--- src/hdl/pps_pkg.sv ---
package pps_pkg;

    localparam int QUEUE_DEPTH = 16;
    localparam int TIME_BITS   = 16;

    localparam int PID_W   = 16;
    localparam int PRIO_W  = 8;
    localparam int READY_W = 5;

    // Queue slot index and fill count (the count must hold QUEUE_DEPTH itself).
    localparam int IDX_W = $clog2(QUEUE_DEPTH);
    localparam int CNT_W = $clog2(QUEUE_DEPTH + 1);

    localparam int IN_BITS  = PID_W + 3 * TIME_BITS + PRIO_W;
    localparam int IN_W     = ((IN_BITS + 7) / 8) * 8;
    localparam int OUT_BITS = 1 + PID_W + 5 * TIME_BITS + PRIO_W + READY_W + 1;
    localparam int OUT_W    = ((OUT_BITS + 7) / 8) * 8;

    // Request payload, last field in the lowest bits.
    typedef struct packed {
        logic [TIME_BITS-1:0] now_time;
        logic [PRIO_W-1:0]    new_priority;
        logic [TIME_BITS-1:0] new_burst;
        logic [TIME_BITS-1:0] new_arrival;
        logic [PID_W-1:0]     new_pid;
    } in_t;

    // Result payload, last field in the lowest bits.
    typedef struct packed {
        logic                 queue_overflow;
        logic [READY_W-1:0]   ready_count;
        logic [PRIO_W-1:0]    run_priority;
        logic [TIME_BITS-1:0] run_remaining;
        logic [TIME_BITS-1:0] run_end;
        logic [TIME_BITS-1:0] run_start;
        logic [TIME_BITS-1:0] run_total;
        logic [TIME_BITS-1:0] run_arrival;
        logic [PID_W-1:0]     run_pid;
        logic                 run_valid;
    } out_t;

    // One ready-queue slot.
    typedef struct packed {
        logic [PID_W-1:0]     pid;
        logic [TIME_BITS-1:0] arrival;
        logic [TIME_BITS-1:0] total;
        logic [TIME_BITS-1:0] remaining;
        logic [PRIO_W-1:0]    prio;
    } entry_t;

    // The running-process record.
    typedef struct packed {
        logic                 valid;
        logic [PID_W-1:0]     pid;
        logic [TIME_BITS-1:0] arrival;
        logic [TIME_BITS-1:0] total;
        logic [TIME_BITS-1:0] start;
        logic [TIME_BITS-1:0] finish;
        logic [TIME_BITS-1:0] remaining;
        logic [PRIO_W-1:0]    prio;
    } run_t;

    // Commands from the controller to the datapath.
    typedef struct packed {
        logic load;
        logic exec;
        logic scan_issue;
        logic scan_cmp;
        logic take;
        logic shift;
        logic publish;
    } cmd_t;

    // Status from the datapath to the controller.
    typedef struct packed {
        logic need_scan;
        logic scan_last;
        logic shift_more;
    } status_t;

endpackage

--- src/hdl/pps_ctrl.sv ---
module pps_ctrl (
    input  logic             aclk,
    input  logic             aresetn,
    input  logic             s_tvalid,
    output logic             s_tready,
    output logic             m_tvalid,
    input  logic             m_tready,
    input  pps_pkg::status_t status,
    output pps_pkg::cmd_t    cmd
);

    typedef enum logic [2:0] {
        ST_IDLE,
        ST_EXEC,
        ST_SCAN,
        ST_DRAIN,
        ST_TAKE,
        ST_SHIFT,
        ST_DONE
    } state_t;

    state_t state_reg, state_next;
    logic   m_tvalid_reg, m_tvalid_next;

    always_comb begin
        state_next    = state_reg;
        m_tvalid_next = m_tvalid_reg && !m_tready;
        cmd           = '0;
        unique case (state_reg)
            ST_IDLE: begin
                if (s_tvalid) begin
                    cmd.load   = 1'b1;
                    state_next = ST_EXEC;
                end
            end
            ST_EXEC: begin
                cmd.exec   = 1'b1;
                state_next = status.need_scan ? ST_SCAN : ST_DONE;
            end
            ST_SCAN: begin
                cmd.scan_issue = 1'b1;
                cmd.scan_cmp   = 1'b1;
                if (status.scan_last) begin
                    state_next = ST_DRAIN;
                end
            end
            ST_DRAIN: begin
                cmd.scan_cmp = 1'b1;
                state_next   = ST_TAKE;
            end
            ST_TAKE: begin
                cmd.take   = 1'b1;
                state_next = ST_SHIFT;
            end
            ST_SHIFT: begin
                cmd.shift = 1'b1;
                if (!status.shift_more) begin
                    state_next = ST_DONE;
                end
            end
            ST_DONE: begin
                if (!m_tvalid_reg || m_tready) begin
                    cmd.publish   = 1'b1;
                    m_tvalid_next = 1'b1;
                    state_next    = ST_IDLE;
                end
            end
            default: begin
                state_next = ST_IDLE;
            end
        endcase
    end

    always_ff @(posedge aclk) begin
        if (!aresetn) begin
            state_reg    <= ST_IDLE;
            m_tvalid_reg <= 1'b0;
        end else begin
            state_reg    <= state_next;
            m_tvalid_reg <= m_tvalid_next;
        end
    end

    assign s_tready = (state_reg == ST_IDLE);
    assign m_tvalid = m_tvalid_reg;

endmodule

--- src/hdl/pps_dp.sv ---
module pps_dp (
    input  logic                         aclk,
    input  logic                         aresetn,
    input  pps_pkg::cmd_t                cmd,
    input  logic [pps_pkg::IN_W-1:0]     s_tdata,
    input  logic                         s_tuser,
    output pps_pkg::status_t             status,
    output logic [pps_pkg::OUT_W-1:0]    m_tdata
);

    pps_pkg::in_t    in_reg;
    logic            func_reg;
    pps_pkg::run_t   run_reg, run_next;
    logic [pps_pkg::CNT_W-1:0] used_reg, used_next;
    logic            ovf_reg;
    logic [pps_pkg::CNT_W-1:0] idx_reg;
    pps_pkg::entry_t rd_data_reg;
    logic [pps_pkg::CNT_W-1:0] rd_idx_reg;
    logic            rd_ok_reg, rd_ok_next;
    pps_pkg::entry_t best_reg;
    logic [pps_pkg::IDX_W-1:0] best_idx_reg;
    logic            best_ok_reg, best_ok_next;
    pps_pkg::out_t   out_reg;

    pps_pkg::entry_t mem [pps_pkg::QUEUE_DEPTH];

    logic [pps_pkg::TIME_BITS-1:0] elapsed;
    logic [pps_pkg::TIME_BITS-1:0] rem_left;
    logic            preempt;
    logic            full;
    logic            enqueue;
    logic            cmp_hit;
    logic            mem_we;
    logic [pps_pkg::IDX_W-1:0] mem_wa;
    pps_pkg::entry_t mem_wd;
    pps_pkg::entry_t new_entry;
    pps_pkg::entry_t old_entry;

    // Time since the running process's arrival, modulo the timestamp range.
    assign elapsed  = in_reg.now_time - run_reg.arrival;
    assign rem_left = (run_reg.remaining > elapsed) ? run_reg.remaining - elapsed : '0;
    assign preempt  = run_reg.valid && (in_reg.new_priority < run_reg.prio);
    assign full     = (used_reg == pps_pkg::CNT_W'(pps_pkg::QUEUE_DEPTH));
    assign enqueue  = cmd.exec && !func_reg && run_reg.valid && !full;
    assign cmp_hit  = rd_ok_reg && (!best_ok_reg || (rd_data_reg.prio < best_reg.prio));

    assign new_entry = '{pid: in_reg.new_pid, arrival: in_reg.new_arrival,
                         total: in_reg.new_burst, remaining: in_reg.new_burst,
                         prio: in_reg.new_priority};
    assign old_entry = '{pid: run_reg.pid, arrival: run_reg.arrival,
                         total: run_reg.total, remaining: rem_left,
                         prio: run_reg.prio};

    assign status.need_scan  = func_reg && (used_reg != '0);
    assign status.scan_last  = (idx_reg == used_reg - 1'b1);
    assign status.shift_more = (idx_reg < used_reg);

    always_comb begin
        mem_we = 1'b0;
        mem_wa = used_reg[pps_pkg::IDX_W-1:0];
        mem_wd = preempt ? old_entry : new_entry;
        if (enqueue) begin
            mem_we = 1'b1;
        end else if (cmd.shift && rd_ok_reg) begin
            // Close the gap: the slot read last cycle moves down by one.
            mem_we = 1'b1;
            mem_wa = pps_pkg::IDX_W'(rd_idx_reg - 1'b1);
            mem_wd = rd_data_reg;
        end
    end

    always_comb begin
        run_next     = run_reg;
        used_next    = used_reg;
        rd_ok_next   = cmd.scan_issue || (cmd.shift && status.shift_more);
        best_ok_next = best_ok_reg;
        if (cmd.exec) begin
            best_ok_next = 1'b0;
            if (!func_reg) begin
                if (!run_reg.valid || preempt) begin
                    run_next = '{valid: 1'b1, pid: in_reg.new_pid,
                                 arrival: in_reg.new_arrival, total: in_reg.new_burst,
                                 start: in_reg.now_time,
                                 finish: in_reg.now_time + in_reg.new_burst,
                                 remaining: in_reg.new_burst,
                                 prio: in_reg.new_priority};
                end
                if (enqueue) begin
                    used_next = used_reg + 1'b1;
                end
            end else if (used_reg == '0) begin
                run_next = '0;
            end
        end
        if (cmd.scan_cmp && cmp_hit) begin
            best_ok_next = 1'b1;
        end
        if (cmd.take) begin
            run_next = '{valid: 1'b1, pid: best_reg.pid, arrival: best_reg.arrival,
                         total: best_reg.total, start: in_reg.now_time,
                         finish: in_reg.now_time + best_reg.remaining,
                         remaining: best_reg.remaining, prio: best_reg.prio};
        end
        if (cmd.shift && !status.shift_more) begin
            used_next = used_reg - 1'b1;
        end
    end

    always_ff @(posedge aclk) begin
        if (!aresetn) begin
            run_reg     <= '0;
            used_reg    <= '0;
            rd_ok_reg   <= 1'b0;
            best_ok_reg <= 1'b0;
        end else begin
            run_reg     <= run_next;
            used_reg    <= used_next;
            rd_ok_reg   <= rd_ok_next;
            best_ok_reg <= best_ok_next;
        end
    end

    // Queue storage with a registered read port.
    always_ff @(posedge aclk) begin
        if (mem_we) begin
            mem[mem_wa] <= mem_wd;
        end
        rd_data_reg <= mem[idx_reg[pps_pkg::IDX_W-1:0]];
        rd_idx_reg  <= idx_reg;
    end

    always_ff @(posedge aclk) begin
        if (cmd.load) begin
            in_reg   <= pps_pkg::in_t'(s_tdata[pps_pkg::IN_BITS-1:0]);
            func_reg <= s_tuser;
        end
        if (cmd.exec) begin
            ovf_reg <= !func_reg && run_reg.valid && full;
            idx_reg <= '0;
        end else if (cmd.scan_issue || (cmd.shift && status.shift_more)) begin
            idx_reg <= idx_reg + 1'b1;
        end else if (cmd.take) begin
            idx_reg <= pps_pkg::CNT_W'(best_idx_reg) + 1'b1;
        end
        if (cmd.scan_cmp && cmp_hit) begin
            best_reg     <= rd_data_reg;
            best_idx_reg <= rd_idx_reg[pps_pkg::IDX_W-1:0];
        end
        if (cmd.publish) begin
            out_reg <= '{queue_overflow: ovf_reg,
                         ready_count: pps_pkg::READY_W'(used_reg),
                         run_priority: run_reg.prio,
                         run_remaining: run_reg.remaining,
                         run_end: run_reg.finish,
                         run_start: run_reg.start,
                         run_total: run_reg.total,
                         run_arrival: run_reg.arrival,
                         run_pid: run_reg.pid,
                         run_valid: run_reg.valid};
        end
    end

    assign m_tdata = pps_pkg::OUT_W'(out_reg);

endmodule

--- src/hdl/priority_preemptive_scheduler.sv ---
// Preemptive priority scheduler with a sixteen-entry ready queue.
// Each request on the slave stream is one scheduling event: s_tuser selects
// an arrival (0) or a completion of the running process (1), and s_tdata
// carries the arriving process and the current timestamp. Every request
// yields exactly one result on the master stream: the running-process record
// after the event, the ready-queue fill count and a flag for a dropped insert.
// An arrival runs through the execute and done states; the next request can
// be accepted at the edge at which its result can first be taken. A completion
// scans the queue one entry per cycle through its single read port to find
// the most urgent entry, then closes the gap one entry per cycle; on an empty
// queue it skips both. One request is in work at a time.
// Reset clears the running record and empties the queue; queue slots are not
// cleared, since only slots below the fill count are ever read.
// The result sits in an output register; while the receiver stalls, the next
// request is still accepted and processed, and its result waits until the
// previous one has been taken.
module priority_preemptive_scheduler (
    input  logic                          aclk,
    input  logic                          aresetn,
    // Requests.
    input  logic                          s_tvalid,
    output logic                          s_tready,
    // new_pid, new_arrival, new_burst, new_priority, now_time.
    input  logic [pps_pkg::IN_W-1:0]      s_tdata,
    // func.
    input  logic                          s_tuser,
    // Results.
    output logic                          m_tvalid,
    input  logic                          m_tready,
    // run_valid, run_pid, run_arrival, run_total, run_start, run_end,
    // run_remaining, run_priority, ready_count, queue_overflow, then zero pad.
    output logic [pps_pkg::OUT_W-1:0]     m_tdata
);

    pps_pkg::cmd_t    cmd;
    pps_pkg::status_t status;

    // The controller sequences each event; the datapath holds the records.
    pps_ctrl u_ctrl (
        .aclk     (aclk),
        .aresetn  (aresetn),
        .s_tvalid (s_tvalid),
        .s_tready (s_tready),
        .m_tvalid (m_tvalid),
        .m_tready (m_tready),
        .status   (status),
        .cmd      (cmd)
    );

    pps_dp u_dp (
        .aclk    (aclk),
        .aresetn (aresetn),
        .cmd     (cmd),
        .s_tdata (s_tdata),
        .s_tuser (s_tuser),
        .status  (status),
        .m_tdata (m_tdata)
    );

endmodule

--- config.mk ---
export PLATFORM = sky130hd
export DESIGN_NAME = priority_preemptive_scheduler
export DESIGN_NICKNAME = d
export VERILOG_FILES = /design/src/hdl/pps_pkg.sv /design/src/hdl/pps_ctrl.sv /design/src/hdl/pps_dp.sv /design/src/hdl/priority_preemptive_scheduler.sv
export SDC_FILE = /design/constraint.sdc
export NUM_CORES = 2
export LEC_CHECK = 0
export BUFFER_PORTS_ARGS = -buffer_cell sky130_fd_sc_hd__buf_4
export CORE_ASPECT_RATIO = 1.75
export CORE_MARGIN = 2
export CORE_UTILIZATION = 40
export CTS_CLUSTER_SIZE = 40
export DETAILED_ROUTE_END_ITERATION = 8
export PLACE_DENSITY = 0.63
export SLEW_MARGIN = 20
export SYNTH_ARGS = -nofsm -noshare
export SYNTH_HDL_FRONTEND = slang
export SYNTH_HIERARCHICAL = 1
export SYNTH_SLANG_ARGS = --single-unit
export TNS_END_PERCENT = 100
--- constraint.sdc ---
create_clock -name aclk -period 7.6 [get_ports aclk]
set_clock_uncertainty 0.15 [all_clocks]
set_input_delay 2.28 -clock aclk [delete_from_list [all_inputs] [get_ports aclk]]
set_output_delay 2.28 -clock aclk [all_outputs]
set_load 0.03 [all_outputs]
Yosys cells after proc, flatten, opt, wreduce, memory -nomap -nowiden:

Memory sizes are Yosys's and may differ from the RTL's. A register that Yosys moved wholly into a read port is not among the register bits.
Cells that the tools add are included.

* output and inout port bits: 114
* register bits after elaboration: 386
* input port bits: 77
* bits in latches: 0
* bits in writable memories: 1152
* memory bits (read-only): 0
* logic and storage cells: 143
* memories kept: 1

Memories
* u_dp.mem: depth 16, bits a word 72, rd ports 1, clocked after Yosys merged registers in 1, wr ports 1, RTL line pps_dp.sv:25 `pps_pkg::entry_t mem [pps_pkg::QUEUE_DEPTH];`

* mux-type cells: 40
* equal/unequal tests: 14
* div/mod/pow operators: 0
* $mul: 0
* $add $sub $neg: 9
* $lt $le $gt $ge: 4
* bitwise gates (word level): 0
* shift operators: 0
* reduce and logical (&&, ||, !) cells: 37

Operators by type and width (count)
* 105-bit 2-to-1 mux: 5
* 72-bit 2-to-1 mux: 3
* 16-bit adder: 2
* 16-bit subtractor: 2
* 5-bit 2-to-1 mux: 6
* 3-bit case mux with 7 select lines: 1
* 1-bit 2-to-1 mux: 17
* 16-bit > comparator: 1
* 8-bit less-than comparator: 2
* 16-bit 2-to-1 mux: 1
* 3-bit 2-to-1 mux: 5
* 1-bit logical AND: 13
* 5-bit by 1-bit adder with 5-bit output, second input constant: 2
* 2-bit nonzero test: 5
* 3-bit == test, second input constant: 3
* 4-bit 2-to-1 mux: 2
* 2-bit inequality test, second input constant: 4
* 1-bit zero test: 7
* 3-bit by 2-bit == test with 1-bit output, second input constant: 2
* 3-bit AND reduction: 2
* 4-bit by 1-bit adder with 5-bit output, second input constant: 1
* 5-bit == test: 1
* 5-bit == test, second input constant: 1
* 5-bit zero test: 1
* other kinds (12): 15

Depth between registers and ports, before layout:

* depth in word-level cells: 9
* gate-level depth with buffers: 20
* gate-level depth less buffers: 19

Modules after synthesis:

The synthesis kept the hierarchy.

Modules (own cells, without submodules)
* pps_dp: sequential area each 46294.4 µm², cells an instance 3190, area each 61976.9 µm², times used 1
* pps_ctrl: sequential area each 80.1 µm², cells an instance 32, area each 289.0 µm², times used 1

Worst setup path before layout:

OpenSTA, ideal clock, no wires.

* path kind: input-to-reg
* from: input m_tready
* to: register u_dp.out_reg, in the netlist u_dp/m_tdata[0], enable pin
* setup time: 595 ps
* buffers on the path: 0
* required time: 6855 ps
* stages on the path: 2
* slack: -456 ps
* data arrival time: 7311 ps
* cells stage by stage: nand2b_1 > nor2b_1

RTL lines
* start, declared: RTL line priority_preemptive_scheduler.sv:29 `input logic m_tready,`
* end signal, assigned: RTL line pps_dp.sv:150 `out_reg <= '{queue_overflow: ovf_reg,`
* end, declared: RTL line pps_dp.sv:23 `pps_pkg::out_t out_reg;`

==> flow_summary.yaml <==
outcome:
  outcome: "finished, final reports clean"
detailed_routing:
  total_wirelength_mm: 164
  post-route-drc-count: 0
  drt_first_iter_violations: 3658
  detail_route.wl_per_cell_um: 28.9
  dr.pass1.iters: 8
  route.detailed.vias_per_inst: 5.82
  drtAntennaViolNets: 0
  detailroute.via_count: 33000
logic_synthesis:
  synth.yosys.warnings: 6
  synth-adder-area-share: 0.0184
  post-synth-top-count-cell: "edfxtp_1"
  synthDominantCellAreaShare: 0.681
  ys.flop_type: "edfxtp_1"
  mappedNetlistArea_um2: 62300
  synthCells: 3222
  synth_sequential_area_ratio: 0.745
  synthMuxAreaShare: 0.138
  synth.lib_cells_used.distinct: 75
  largest_family_of_logic_cells_by_synthesized_area: "multiplexers"
  netlist.top_cell.by_area: "edfxtp_1"
  synth.area.top_cells: "edfxtp_1 (68%), mux4_2 (13%), dfxtp_1 (6.3%), ha_1 (1.7%), a222oi_1 (1.2%)"
  yosys.area_share.xor_xnor: 0.00788
  syn-num-nets: 3388
  postSynth.asyncResetShare: 0
  synth-simple-area-share: 0.0295
  synth_enable_flop_cells: 1413
  ys_seq_elements: 1610
  cell_types_with_the_highest_counts_after_synthesis: "edfxtp_1 (1413), mux4_2 (360), dfxtp_1 (197), nor2_1 (175), nand2_1 (119)"
  synth_compound_area_frac: 0.0471
  postSynthAreaPerCell_um2: 19.3
setup_path:
  critical_path_arrival_ns: 6.12
  setup.worst_path.start: "u_dp/in_reg[56]"
  data_required_time_of_the_worst_path_ns: 7.88
  worst_setup_path_end_kind: "flip-flop"
  regToRegStartpoint: "u_dp/in_reg[56]"
  category_of_the_worst_setup_path_launch_point: "flip-flop"
  timing.reg2reg.setup_slack_ns: 1.77
  setup.worst_path.class: "flip-flop to flip-flop"
  r2r-end: "u_dp/mem[15][15]"
  critical_path.max_fanout: 16
  worst_r2r_path_depth: 20
timing:
  setup_violations: 0
  max_slew_margin: 0.199
  tightestPinTransition_ns: 1.20
  hold_viol_final: 0
  layout_min_cycle_time_ns: 5.83
  max_clock_freq_ghz: 0.171
  timing.final.crit_share: 0.767
  final_max_slew_viol_count: 0
  setup_repair_after_global_routing_missed_its_margin: "false"
  timing.setup.tns_ns: 0
global_route:
  antenna_violations_before_repair: 19
  gr-usage-all-layers: 0.206
  grt_pass1_vias: 33200
  grt_start_max_net_pins: 124
  grt_pass1_wl_mm: 235
  grt-ovfl-total: 0
cts:
  clock_insertion_delay_worst_skew_ns: 0.79
  clockRootBuffer: "clkbuf_16"
  number_of_hold_buffers_added_after_cts: 0
  cts_tree: "built"
  htree_levels: 4
  clk_pin_slew_worst_paths_ns: 0.07
  cts_made_buffers: 149
  post_cts_buffers: 0
  clock_sink_count: 1610
  cts_buffer_depth: 3
  post_cts_resize_count: 0
worst_hold_path:
  timing.hold.worst_path_depth: 0
  min_from: "u_dp/rd_data_reg[57]"
  worst_hold_path.endpoint: "u_dp/best_reg[57]"
  hold_path_class: "flip-flop to flip-flop"
cells_and_area:
  fin_nets: 3682
  final_layout_size_suffix_gt1_frac: 0.257
  area_added_between_synthesis_and_finish_pct: 15.3
  largest_register_ff_count: 1152
  max_flop_register: "u_dp/mem"
  final_design_area_no_fill_um2: 71800
power:
  power.share.sequential: 0.465
  power_leakage_nw: 23.5
  internal_power_w: 0.0176
  netSwitchingFraction: 0.286
  power.clock.fraction: 0.310
  ir_worst_vdd_mv: 0.246
  power_density_nw_per_um2: 344
  switch_pwr_w: 0.00705
  power_frac_comb: 0.225
floorplan:
  die-area_um2: 159000
  start_util: 0.403
  fp-row-count: 191
  floorplan_die_height_um: 526
  ios: 191
  coreArea_um2: 155000
  floorplan.die.width_um: 302
place:
  post-dp-hpwl_mm: 94.1
  buffers_added_on_ports: 189
  placed_area_um2: 66700
  gp_congestion: 0.887
run:
  drv.max_cap_violation_count: 0
==> stage by stage <==
stage               hold WS (ns)  instances  power, W  worst slack (ns)   util
finish                     0.279       5674    0.0247              1.77  0.464
global route               0.286       5670    0.0256              1.42  0.464
CTS                        0.281       5669    0.0248              1.87  0.464
detailed placement         0.262       5391    0.0172              1.88  0.432
global placement           0.256       5391    0.0171              1.65  0.432
floorplan                  0.179       3222    0.0153              1.69      -
==> layout make-up <==
class                      instances  area [µm²]
fill                           12900       82800
sequential                      1610       46400
multi-input combinational       1382       15100
clock buffer                     220        4390
tap                             2026        2530
timing repair buffer             307        2420
clock inverter                    58         638
inverter                          66         251
antenna                            5        12.5
==> layer usage <==
metal | vias to the layer above | wire length [µm] | global-route usage
met5 | - | 85 | 0
met4 | 14 | 4710 | 0.0632
met3 | 277 | 13400 | 0.0412
met2 | 1470 | 78300 | 0.330
met1 | 17500 | 67400 | 0.286
li1 | 13800 | - | -
==> critical path, stage by stage, from the launching register on <==
cell,delay [ns]
edfxtp_1,0.45
inv_1,0.09
ha_1,0.20
inv_1,0.06
fa_1,0.40
a21o_1,0.18
a21o_1,0.19
a21oi_1,0.26
o21ai_0,0.26
a211o_1,0.32
a21oi_1,0.17
xor2_1,0.27
ha_1,0.24
nand4_1,0.17
inv_1,0.11
nand2_1,0.05
or2_2,0.30
a211oi_4,0.40
buf_4,0.32
a22oi_1,0.10
o21ai_1,0.79
==> cells by family after synthesis <==
| kind of cell | after synthesis |
|---|---|
| AOI/OAI and AO/OA | 420 |
| and+or+nand+nor | 410 |
| DFF | 1610 |
| muxes | 406 |
| other | 1 |
| xor gates and xnor gates | 56 |
| buffers and inverters | 230 |
| adders and majority gates | 89 |
==> power groups by stage <==
stage	sequential, W	clock [W]	combinational (W)
floorplan	0.0112	0	0.00408
global placement	0.0116	0	0.00551
detailed placement	0.0116	0	0.00557
CTS	0.0115	0.00777	0.00560
global route	0.0115	0.00810	0.00598
finish	0.0115	0.00765	0.00555
==> layout by cell type, fill, tap and decap left out, types with 8 or more instances in the layout <==
| cell type | instances |
|---|---|
| edfxtp_1 | 1413 |
| mux4_2 | 360 |
| buf_4 | 298 |
| dfxtp_1 | 193 |
| clkbuf_16 | 158 |
| nor2_1 | 158 |
| nand2_1 | 119 |
| o21ai_0 | 102 |
| a21oi_1 | 95 |
| ha_1 | 85 |
| a222oi_1 | 75 |
| inv_1 | 63 |
| mux2i_1 | 43 |
| clkbuf_1 | 42 |
| xnor2_1 | 29 |
| xor2_1 | 27 |
| clkinv_2 | 21 |
| clkbuf_8 | 20 |
| o21a_1 | 20 |
| nand3_1 | 19 |
| a221oi_1 | 19 |
| a21o_1 | 17 |
| nor2_4 | 17 |
| a32o_1 | 16 |
| nor3_1 | 13 |
| and3_1 | 12 |
| nand2b_1 | 11 |
| nand4_1 | 11 |
| bufinv_16 | 10 |
| a31oi_1 | 10 |
| clkinvlp_4 | 9 |
| nor2b_1 | 9 |
| buf_12 | 9 |
| o21bai_1 | 8 |
==> worst max-delay path by stage <==
stage | to | slack, ns
4_1_cts | u_dp/mem[15][15] | 1.87
3_5_place_dp | u_dp/mem[10][12] | 1.88
2_1_floorplan | u_dp/m_tdata[0] | 1.69
3_3_place_gp | u_dp/mem[0][15] | 1.65
6_report | u_dp/mem[15][15] | 1.77
5_1_grt | u_dp/mem[0][12] | 1.42
Power figures use the tool's default switching activity.
